--- src/bblc_pkg.sv ---
`default_nettype none

package bblc_pkg;

   // Defaults of the top-level parameters.
   localparam int unsigned FULL_SCALE_DEF = 1024;
   localparam int unsigned MAX_WIDTH_DEF  = 8192;

   localparam int unsigned PIXEL_W     = 16;
   localparam int unsigned CLAMP_W     = 10;
   localparam int unsigned WIDTH_REG_W = 14;
   localparam int unsigned CSR_DATA_W  = 14;
   localparam int unsigned CSR_INDEX_W = 3;
   localparam int unsigned NUM_CH      = 4;

   // Gains carry this many fraction bits.
   localparam int unsigned GAIN_FRAC = 10;

   localparam int unsigned CLAMP_RST = 64;
   localparam int unsigned WIDTH_RST = 1920;

   // Register indexes of the configuration port.
   localparam logic [CSR_INDEX_W-1:0] REG_IMAGE_WIDTH      = 3'd0;
   localparam logic [CSR_INDEX_W-1:0] REG_BAYER_PATTERN    = 3'd1;
   localparam logic [CSR_INDEX_W-1:0] REG_RED_CLAMP        = 3'd2;
   localparam logic [CSR_INDEX_W-1:0] REG_GREEN_RED_CLAMP  = 3'd3;
   localparam logic [CSR_INDEX_W-1:0] REG_GREEN_BLUE_CLAMP = 3'd4;
   localparam logic [CSR_INDEX_W-1:0] REG_BLUE_CLAMP       = 3'd5;

   typedef enum logic [1:0] {
      CH_R  = 2'd0,
      CH_GR = 2'd1,
      CH_GB = 2'd2,
      CH_B  = 2'd3
   } channel_type;

   typedef enum logic [1:0] {
      PAT_RGGB = 2'd0,
      PAT_BGGR = 2'd1,
      PAT_GBRG = 2'd2,
      PAT_GRBG = 2'd3
   } pattern_type;

   // Color of a site from the filter layout and the row and column parities.
   function automatic channel_type bayer_channel(input pattern_type pattern,
                                                 input logic odd_row,
                                                 input logic odd_col);
      channel_type even_a;
      channel_type even_b;
      channel_type odd_a;
      channel_type odd_b;
      case (pattern)
         PAT_RGGB: begin
            even_a = CH_R;  even_b = CH_GR; odd_a = CH_GB; odd_b = CH_B;
         end
         PAT_BGGR: begin
            even_a = CH_B;  even_b = CH_GB; odd_a = CH_GR; odd_b = CH_R;
         end
         PAT_GBRG: begin
            even_a = CH_GB; even_b = CH_B;  odd_a = CH_R;  odd_b = CH_GR;
         end
         default: begin
            even_a = CH_GR; even_b = CH_R;  odd_a = CH_B;  odd_b = CH_GB;
         end
      endcase
      if (odd_row) begin
         return odd_col ? odd_b : odd_a;
      end
      return odd_col ? even_b : even_a;
   endfunction

endpackage

`default_nettype wire

--- src/bblc_gain_lane.sv ---
`default_nettype none

// One color channel: its black clamp and its gain, with a bit-serial
// restoring divider that rebuilds the gain one quotient bit per cycle.
module bblc_gain_lane #(
   parameter int unsigned FULL_SCALE = bblc_pkg::FULL_SCALE_DEF,
   localparam int unsigned GAIN_W = $clog2((FULL_SCALE << bblc_pkg::GAIN_FRAC) + 1)
) (
   input  wire logic                         clock,
   input  wire logic                         reset,
   input  wire logic                         wr_en,
   input  wire logic [bblc_pkg::CLAMP_W-1:0] wr_clamp,
   output logic      [bblc_pkg::CLAMP_W-1:0] clamp,
   output logic      [GAIN_W-1:0]            gain,
   output logic                              busy
);
   import bblc_pkg::*;

   localparam int unsigned DIV_W   = $clog2(FULL_SCALE + 1);
   localparam int unsigned CMP_W   = DIV_W + 1;
   localparam int unsigned CNT_W   = $clog2(GAIN_W);
   localparam int unsigned RST_DIV = (FULL_SCALE > CLAMP_RST) ? FULL_SCALE - CLAMP_RST : 1;
   localparam int unsigned RST_GAIN = (FULL_SCALE << GAIN_FRAC) / RST_DIV;

   localparam logic [GAIN_W-1:0] NUMERATOR = GAIN_W'(FULL_SCALE << GAIN_FRAC);
   localparam logic [CMP_W-1:0]  FS_V      = CMP_W'(FULL_SCALE);

   logic [CLAMP_W-1:0] clamp_ff, clamp_in;
   logic [GAIN_W-1:0]  gain_ff, gain_in;
   logic [DIV_W-1:0]   div_ff, div_in;
   logic [DIV_W-1:0]   rem_ff, rem_in;
   logic [CNT_W-1:0]   cnt_ff, cnt_in;
   logic               busy_ff, busy_in;

   logic [CMP_W-1:0] clamp_x;
   logic [DIV_W-1:0] div_load;
   logic [DIV_W:0]   trial;
   logic [DIV_W:0]   trial_sub;
   logic             fits;

   always_comb begin
      clamp_x  = CMP_W'(wr_clamp);
      // A clamp at or above full scale divides by one.
      div_load = (clamp_x < FS_V) ? DIV_W'(FS_V - clamp_x) : DIV_W'(1);

      trial     = {rem_ff, NUMERATOR[cnt_ff]};
      trial_sub = trial - {1'b0, div_ff};
      fits      = (trial >= {1'b0, div_ff});

      clamp_in = clamp_ff;
      gain_in  = gain_ff;
      div_in   = div_ff;
      rem_in   = rem_ff;
      cnt_in   = cnt_ff;
      busy_in  = busy_ff;
      if (wr_en) begin
         // A new write restarts the division, even in the middle of one.
         clamp_in = wr_clamp;
         div_in   = div_load;
         rem_in   = '0;
         cnt_in   = CNT_W'(GAIN_W - 1);
         busy_in  = 1'b1;
      end else if (busy_ff) begin
         rem_in  = fits ? trial_sub[DIV_W-1:0] : trial[DIV_W-1:0];
         gain_in = {gain_ff[GAIN_W-2:0], fits};
         cnt_in  = cnt_ff - 1'b1;
         if (cnt_ff == '0) begin
            busy_in = 1'b0;
         end
      end
   end

   always_ff @(posedge clock) begin
      if (reset) begin
         clamp_ff <= CLAMP_W'(CLAMP_RST);
         gain_ff  <= GAIN_W'(RST_GAIN);
         busy_ff  <= 1'b0;
      end else begin
         clamp_ff <= clamp_in;
         gain_ff  <= gain_in;
         busy_ff  <= busy_in;
      end
   end

   always_ff @(posedge clock) begin
      div_ff <= div_in;
      rem_ff <= rem_in;
      cnt_ff <= cnt_in;
   end

   assign clamp = clamp_ff;
   assign gain  = gain_ff;
   assign busy  = busy_ff;

endmodule

`default_nettype wire

--- src/bblc_raster_pos.sv ---
`default_nettype none

// Raster position and color site: column counter, row parity, row width
// and filter layout registers.
module bblc_raster_pos #(
   parameter int unsigned MAX_WIDTH = bblc_pkg::MAX_WIDTH_DEF
) (
   input  wire logic                            clock,
   input  wire logic                            reset,
   input  wire logic                            width_we,
   input  wire logic                            pattern_we,
   input  wire logic [bblc_pkg::CSR_DATA_W-1:0] csr_data,
   input  wire logic                            frame_start,
   input  wire logic                            advance,
   output bblc_pkg::channel_type                channel
);
   import bblc_pkg::*;

   localparam int unsigned COL_W = $clog2(MAX_WIDTH);
   localparam int unsigned EW    = (COL_W + 1 > WIDTH_REG_W) ? COL_W + 1 : WIDTH_REG_W;

   localparam logic [EW-1:0] MAX_V = EW'(MAX_WIDTH);
   localparam logic [EW-1:0] MIN_V = EW'(2);

   logic [WIDTH_REG_W-1:0] width_ff, width_in;
   pattern_type            pattern_ff, pattern_in;
   logic [COL_W-1:0]       col_ff, col_in;
   logic                   odd_ff, odd_in;

   logic [EW-1:0]    eff_width;
   logic [EW-1:0]    col_inc;
   logic [COL_W-1:0] col_cur;
   logic             odd_cur;
   logic             wrap;

   always_comb begin
      eff_width = EW'(width_ff);
      if (eff_width < MIN_V) begin
         eff_width = MIN_V;
      end
      if (eff_width > MAX_V) begin
         eff_width = MAX_V;
      end

      // A frame start puts this request at column zero of an even row.
      col_cur = frame_start ? '0 : col_ff;
      odd_cur = frame_start ? 1'b0 : odd_ff;
      channel = bayer_channel(pattern_ff, odd_cur, col_cur[0]);

      col_inc = EW'(col_cur) + 1'b1;
      wrap    = (col_inc >= eff_width);

      width_in   = width_we ? csr_data[WIDTH_REG_W-1:0] : width_ff;
      pattern_in = pattern_we ? pattern_type'(csr_data[1:0]) : pattern_ff;
      col_in     = col_ff;
      odd_in     = odd_ff;
      if (advance) begin
         col_in = wrap ? '0 : col_inc[COL_W-1:0];
         odd_in = wrap ? ~odd_cur : odd_cur;
      end
   end

   always_ff @(posedge clock) begin
      if (reset) begin
         width_ff   <= WIDTH_REG_W'(WIDTH_RST);
         pattern_ff <= PAT_RGGB;
         col_ff     <= '0;
         odd_ff     <= 1'b0;
      end else begin
         width_ff   <= width_in;
         pattern_ff <= pattern_in;
         col_ff     <= col_in;
         odd_ff     <= odd_in;
      end
   end

endmodule

`default_nettype wire

--- src/bblc_pixel_pipe.sv ---
`default_nettype none

// Two-stage pixel path: clamp subtraction into the input register, then
// gain multiply, shift and saturation into the output register.
module bblc_pixel_pipe #(
   parameter int unsigned FULL_SCALE = bblc_pkg::FULL_SCALE_DEF,
   localparam int unsigned GAIN_W = $clog2((FULL_SCALE << bblc_pkg::GAIN_FRAC) + 1)
) (
   input  wire logic                                              clock,
   input  wire logic                                              reset,
   input  wire logic                                              req_tvalid,
   output logic                                                   req_tready,
   input  wire logic [bblc_pkg::PIXEL_W-1:0]                      req_pixel,
   input  wire bblc_pkg::channel_type                             req_channel,
   input  wire logic [bblc_pkg::NUM_CH-1:0][bblc_pkg::CLAMP_W-1:0] clamps,
   input  wire logic [bblc_pkg::NUM_CH-1:0][GAIN_W-1:0]           gains,
   input  wire logic                                              gain_busy,
   output logic                                                   req_accept,
   output logic                                                   rsp_tvalid,
   input  wire logic                                              rsp_tready,
   output logic      [bblc_pkg::PIXEL_W-1:0]                      rsp_pixel,
   output bblc_pkg::channel_type                                  rsp_channel
);
   import bblc_pkg::*;

   localparam int unsigned PROD_W = PIXEL_W + GAIN_W;
   localparam int unsigned SCL_W  = PROD_W - GAIN_FRAC;

   logic               s1_valid_ff, s1_valid_in;
   logic [PIXEL_W-1:0] diff_ff, diff_in;
   logic [GAIN_W-1:0]  gain_ff, gain_in;
   channel_type        s1_ch_ff;

   logic               out_valid_ff, out_valid_in;
   logic [PIXEL_W-1:0] out_pixel_ff, out_pixel_in;
   channel_type        out_ch_ff;

   logic               out_free;
   logic               s1_free;
   logic               s1_move;
   logic               accept;
   logic [PIXEL_W-1:0] clamp_x;
   logic [PROD_W-1:0]  product;
   logic [SCL_W-1:0]   scaled;

   always_comb begin
      out_free   = !out_valid_ff || rsp_tready;
      s1_free    = !s1_valid_ff || out_free;
      s1_move    = s1_valid_ff && out_free;
      // Gains being rebuilt after a clamp write hold off new requests.
      req_tready = s1_free && !gain_busy;
      accept     = req_tvalid && req_tready;

      clamp_x = PIXEL_W'(clamps[req_channel]);
      diff_in = (req_pixel > clamp_x) ? req_pixel - clamp_x : '0;
      gain_in = gains[req_channel];

      product      = PROD_W'(diff_ff) * PROD_W'(gain_ff);
      scaled       = product[PROD_W-1:GAIN_FRAC];
      out_pixel_in = (|scaled[SCL_W-1:PIXEL_W]) ? '1 : scaled[PIXEL_W-1:0];

      s1_valid_in  = s1_free ? accept : s1_valid_ff;
      out_valid_in = out_free ? s1_valid_ff : out_valid_ff;
   end

   always_ff @(posedge clock) begin
      if (reset) begin
         s1_valid_ff  <= 1'b0;
         out_valid_ff <= 1'b0;
      end else begin
         s1_valid_ff  <= s1_valid_in;
         out_valid_ff <= out_valid_in;
      end
   end

   always_ff @(posedge clock) begin
      if (accept) begin
         diff_ff  <= diff_in;
         gain_ff  <= gain_in;
         s1_ch_ff <= req_channel;
      end
      if (s1_move) begin
         out_pixel_ff <= out_pixel_in;
         out_ch_ff    <= s1_ch_ff;
      end
   end

   assign req_accept  = accept;
   assign rsp_tvalid  = out_valid_ff;
   assign rsp_pixel   = out_pixel_ff;
   assign rsp_channel = out_ch_ff;

   a_no_accept_while_busy: assert property (@(posedge clock) disable iff (reset)
      accept |-> !gain_busy)
      else $error("request accepted while a gain is being rebuilt");

   a_accept_fills_stage: assert property (@(posedge clock) disable iff (reset)
      accept |=> s1_valid_ff)
      else $error("accepted request did not reach the input register");

   a_full_pipe_stalls: assert property (@(posedge clock) disable iff (reset)
      (s1_valid_ff && out_valid_ff && !rsp_tready) |-> !req_tready)
      else $error("request taken while both stages are full and stalled");

   a_stage_moves: assert property (@(posedge clock) disable iff (reset)
      (s1_valid_ff && out_free) |=> out_valid_ff)
      else $error("input register content lost on its way to the output");

endmodule

`default_nettype wire

--- src/bayer_black_level_correction_unit.sv ---
`default_nettype none

// Bayer black level correction.
// Requests on req_* carry one raw pixel in raster order, with tuser marking
// the first pixel of a frame. Responses on rsp_* carry the corrected pixel and
// its color channel (0 R, 1 Gr, 2 Gb, 3 B), one response per request, in order.
// Each pixel has its channel's clamp subtracted (floored at zero), is scaled by
// FULL_SCALE*1024/(FULL_SCALE-clamp), shifted right by 10 and saturated.
// rsp_tvalid is driven by the output register, which a request reaches through
// the input register; while rsp_tready is high and no gain is being rebuilt, one
// request is taken every cycle. Writing a clamp through csr_* rebuilds that
// channel's gain in a bit-serial divider: req_tready stays low until every
// divider has finished after the last clamp write.
// Reset sets width 1920, RGGB layout, all clamps 64 with their gains, and
// empties both pipeline stages; the block is ready right after reset.
// When rsp_tready is low with a response pending, the output register holds,
// an empty input register still takes one more request, and then req_tready drops.
module bayer_black_level_correction_unit #(
   parameter int unsigned FULL_SCALE = bblc_pkg::FULL_SCALE_DEF,
   parameter int unsigned MAX_WIDTH  = bblc_pkg::MAX_WIDTH_DEF
) (
   input  wire logic                             clock,
   input  wire logic                             reset,
   // Request: tdata = pixel_in[15:0]; tuser = frame_start.
   input  wire logic                             req_tvalid,
   output logic                                  req_tready,
   input  wire logic [15:0]                      req_tdata,
   input  wire logic                             req_tuser,
   // Response: tdata = pixel_out[15:0]; tuser = channel[1:0].
   output logic                                  rsp_tvalid,
   input  wire logic                             rsp_tready,
   output logic [15:0]                           rsp_tdata,
   output logic [1:0]                            rsp_tuser,
   input  wire logic                             csr_we,
   input  wire logic [bblc_pkg::CSR_INDEX_W-1:0] csr_index,
   input  wire logic [bblc_pkg::CSR_DATA_W-1:0]  csr_wdata
);
   import bblc_pkg::*;

   localparam int unsigned GAIN_W = $clog2((FULL_SCALE << GAIN_FRAC) + 1);

   logic [NUM_CH-1:0][CLAMP_W-1:0] clamps;
   logic [NUM_CH-1:0][GAIN_W-1:0]  gains;
   logic [NUM_CH-1:0]              lane_busy;
   logic                           width_we;
   logic                           pattern_we;
   logic                           req_accept;
   channel_type                    req_channel;
   channel_type                    rsp_channel;

   assign width_we   = csr_we && (csr_index == REG_IMAGE_WIDTH);
   assign pattern_we = csr_we && (csr_index == REG_BAYER_PATTERN);

   for (genvar k = 0; k < NUM_CH; k++) begin : g_lane
      logic lane_we;
      assign lane_we = csr_we && (csr_index == CSR_INDEX_W'(REG_RED_CLAMP + k));

      bblc_gain_lane #(
         .FULL_SCALE (FULL_SCALE)
      ) u_lane (
         .clock    (clock),
         .reset    (reset),
         .wr_en    (lane_we),
         .wr_clamp (csr_wdata[CLAMP_W-1:0]),
         .clamp    (clamps[k]),
         .gain     (gains[k]),
         .busy     (lane_busy[k])
      );
   end

   bblc_raster_pos #(
      .MAX_WIDTH (MAX_WIDTH)
   ) u_pos (
      .clock       (clock),
      .reset       (reset),
      .width_we    (width_we),
      .pattern_we  (pattern_we),
      .csr_data    (csr_wdata),
      .frame_start (req_tuser),
      .advance     (req_accept),
      .channel     (req_channel)
   );

   bblc_pixel_pipe #(
      .FULL_SCALE (FULL_SCALE)
   ) u_pipe (
      .clock       (clock),
      .reset       (reset),
      .req_tvalid  (req_tvalid),
      .req_tready  (req_tready),
      .req_pixel   (req_tdata),
      .req_channel (req_channel),
      .clamps      (clamps),
      .gains       (gains),
      .gain_busy   (|lane_busy),
      .req_accept  (req_accept),
      .rsp_tvalid  (rsp_tvalid),
      .rsp_tready  (rsp_tready),
      .rsp_pixel   (rsp_tdata),
      .rsp_channel (rsp_channel)
   );

   assign rsp_tuser = rsp_channel;

endmodule

`default_nettype wire
--- config.mk ---
export PLATFORM = sky130hd
export DESIGN_NAME = bayer_black_level_correction_unit
export DESIGN_NICKNAME = d
export VERILOG_FILES = /design/src/bblc_pkg.sv /design/src/bblc_gain_lane.sv /design/src/bblc_raster_pos.sv /design/src/bblc_pixel_pipe.sv /design/src/bayer_black_level_correction_unit.sv
export SDC_FILE = /design/constraint.sdc
export NUM_CORES = 1
export LEC_CHECK = 0
export BUFFER_PORTS_ARGS = -buffer_cell sky130_fd_sc_hd__buf_4
export CAP_MARGIN = 20
export CORE_MARGIN = 3
export CORE_UTILIZATION = 53
export DETAILED_ROUTE_END_ITERATION = 10
export GPL_TIMING_DRIVEN = 0
export PLACE_DENSITY = 0.82
export SYNTH_ARGS = -nofsm -noshare
export SYNTH_HDL_FRONTEND = slang
export SYNTH_SLANG_ARGS = --single-unit
--- constraint.sdc ---
create_clock -name clock -period 6.9 [get_ports clock]
set_input_delay 1.38 -clock clock [delete_from_list [all_inputs] [get_ports clock]]
set_output_delay 1.38 -clock clock [all_outputs]
set_load 0.01 [all_outputs]
==> metrics.md <==
| Metric | Value |
|---|---|
| First-pass GRT wire length | `113,000 µm` |
| Largest net degree at the start of global routing | `27` |
| Vias per std cell | `5.68` |
| Most Used Layer, Global Route | `met2` |
| Skew final | `0.0113 ns` |
| Critical path capture point type | `flip-flop` |
| Hold/Removal Path Class | `flip-flop to flip-flop` |
| Slew Limit Fails | `0` |
| WL/cell | `18.4 µm` |
| Via count | `22,026` |
| Gr usage total | `0.263` |
| RSZ-0062 raised after global routing | `yes` |
| Core box area | `50,200 µm²` |
| Worst setup margin | `-0.0773 ns` |
| CTS tree | `done` |
| Drt pass-1 iters | `5` |
| EDFF count, synth | `101` |
| Relative slew slack | `0.243` |
| Synthesized area | `27,000 µm²` |
| Sequential fraction of the synthesis area | `0.282` |
| Clock root cell | `clkbuf_16` |
| Final Setup Violations | `16` |
| Minimum clock period | `6.98 ns` |
| Syn Area/Cell | `8.89 µm²` |
| Final Hold Fails | `0` |
| Synth Flop Type | `dfxtp_1` |
| DRT Wirelength | `71,100 µm` |
| Post-route ant nets | `0` |
| Data arrival time of the worst path | `7.28 ns` |
| # DRC | `0` |
| Row Count | `82` |
| Tcrit/Tclk final | `1.01` |
| Met1 Use GR | `0.331` |
| Share of layout cells above drive strength 1 | `0.104` |
| Die X-Extent | `232 µm` |
| CTS Sinks | `329` |
| Grt met3 use | `0.0651` |
| Worst-path maximum fanout | `6` |
| Vias in the first global route | `21,801` |
| Worst-margin pin slew | `1.14 ns` |
| Critical path type | `flip-flop to flip-flop` |
| CTS H-tree lvls | `2` |
| Met2 Use GR | `0.430` |
| Syn nets | `3,523` |
| Initial DRC Count | `1,862` |
| Worst Path Required | `7.20 ns` |
| Area Overhead vs Synth | `12.8%` |
| Async set or reset register ratio after synthesis | `0` |
| Yosys warnings | `0` |
| Mapped Cells | `3,032` |
| Clk Latency, worst-skew pair | `0.56 ns` |
| FMAX | `0.143 GHz` |
| IO Port Bufs | `48` |
| CTS buffer count | `37` |
| Post-synthesis register bit count | `329` |
| Final HPWL from detailed placement | `53,400 µm` |
| Die height | `232 µm` |
| Initial antenna violation count | `0` |
| Number of I/O pins | `59` |
| Status | `complete, but fails checks` |
| Grt ovf | `0` |
| Distinct cells, synth | `82` |
| NumNets Final | `3,665` |
| Clock tree buffer depth | `3` |
| Initial Utilization | `0.537` |
| Die area | `53,600 µm²` |
| Failing checks | `negative setup slack` |
| Clock-pin slew on the worst setup and hold paths | `0.06 ns` |
| Startpoint types | `flip-flop` |
| GP Congestion | `1.02` |
| Number of max-cap violations | `0` |
| Fin util | `0.606` |
through the flow:
| stage | std cells | setup WS, ns | hold slack, ns | instance area [µm²] | TNS (ns) |
|---|---|---|---|---|---|
| after floorplan | 3032 | 0.246 | 0.400 | 27000 | 0 |
| after global routing | 3875 | -0.295 | 0.472 | 30400 | -4.28 |
| after global placement | 3752 | -0.698 | 0.440 | 28200 | -9.59 |
| after detailed placement | 3754 | -0.844 | 0.447 | 28200 | -11.65 |
| after CTS | 3860 | 0.00116 | 0.455 | 30100 | 0 |
| final | 3876 | -0.0773 | 0.456 | 30400 | -0.775 |
Yosys cell counts (all sizes together), types with 21 or more instances:
cell    instances  area (µm²)
nand4          21         131
o21ai         140         701
dfxtp         228        4560
nand3b         30         225
inv           412        1550
xnor2          52         455
a21oi         223        1130
nor3           31         155
mux4           31         698
nor2          114         428
edfxtp        101        3030
and2          187        1170
ha            184        2300
nand3          25         125
nand2         542        2040
nor2b          36         225
fa            268        5370
xor2           25         219
clkbuf        135         508
or3            30         189
layout make-up:
cell class	instances	area, µm²
Fill cell	3970	19800
Multi-Input combinational cell	2136	17400
Sequential cell	329	7600
Inverter	412	1550
Clock buffer	57	1110
Timing Repair Buffer	106	886
Buffer	152	857
Tap cell	672	841
Clock inverter	11	144
Antenna cell	1	2.50
layer usage:
metal  part of all wire  wire length, µm
met5                  0                0
met4              0.049             3470
met3              0.099             7010
met2               0.46            32500
met1               0.40            28100
cell usage in the layout, fill, tap and decap left out, types with 14 or more instances in the layout:
cell,Yosys,final
a22oi_1,14,14
dfxtp_1,228,228
ha_1,184,175
or3_1,29,28
nand4_1,21,21
buf_4,1,101
edfxtp_1,101,101
xor2_1,25,25
o21ai_0,131,126
fa_1,268,261
clkbuf_4,0,20
a21o_1,17,17
nand3b_1,30,30
xnor2_1,52,52
clkbuf_8,0,15
mux2i_1,15,15
nand2_1,540,540
nor2_1,114,113
inv_1,412,408
nor3_1,31,30
and2_1,184,182
mux4_2,31,31
clkbuf_1,134,94
a21oi_1,220,212
clkbuf_16,0,40
nor2b_1,36,34
nand3_1,25,25
registers in the layout (all words and copies together), names as in the netlist, 2 cells and up:
register              flops
g_lane.u_lane.busy        4
g_lane.u_lane.clamp      40
g_lane.u_lane.cnt_ff     20
g_lane.u_lane.div_ff     44
g_lane.u_lane.gain       84
g_lane.u_lane.rem_ff     44
g_lane.u_lane.trial       4
u_pipe.diff_ff           16
u_pipe.gain_ff           21
u_pipe.rsp_channel        2
u_pipe.rsp_pixel         16
u_pipe.s1_ch_ff           2
u_pos.col_ff             13
u_pos.pattern_ff          2
u_pos.width_ff           14
cells by family (layout without fill, tap and decap cells):
kind of cell | Yosys count | count (layout) | share of synthesized area
and+or+nand+nor | 1067 | 1067 | 0.187
buffers and inverters | 567 | 738 | 0.0804
AOI/OAI and AO/OA | 490 | 490 | 0.108
adders and majority gates | 452 | 452 | 0.284
DFF | 329 | 329 | 0.282
xor gates and xnor gates | 77 | 77 | 0.0250
muxes | 50 | 50 | 0.0331
other | 0 | 1 | 0
critical path, cell delays in order (launching register included):
cell       delay, ns
edfxtp_1        0.40
buf_4           0.16
clkbuf_8        0.13
buf_4           0.16
nand2_1         0.10
fa_1            0.54
inv_1           0.05
fa_1            0.52
fa_2            0.46
fa_1            0.53
fa_1            0.52
fa_1            0.50
ha_1            0.39
a21oi_1         0.16
o21ai_1         0.13
or3_1           0.40
o21ai_1         0.14
a21oi_4         0.10
a311oi_2        0.28
xor2_1          0.23
o2111ai_2       0.23
buf_4           0.22
or3_1           0.37
final timing paths:
check	startpoint	end	slack (ns)	cells past startpoint
max reg2reg	u_pipe.diff_ff[9]	u_pipe.rsp_pixel[4]	-0.08	22
max	u_pipe.diff_ff[9]	u_pipe.rsp_pixel[4]	-0.08	22
min reg2reg	g_lane[3].u_lane.gain[20]	g_lane[3].u_lane.gain[20]	0.46	2
min	g_lane[3].u_lane.gain[20]	g_lane[3].u_lane.gain[20]	0.46	2
repair_timing:
action                     CTS  global route
resized for setup          124            59
setup buffers               37            13
pin swaps                   25            21
gates cloned                 3             1
hold buffers                 0             0
setup endpoints to repair   16            16
Power is left out: the tool's default activity adds up to more than one toggle a clock period on the data nets, which glitch-free logic cannot reach.
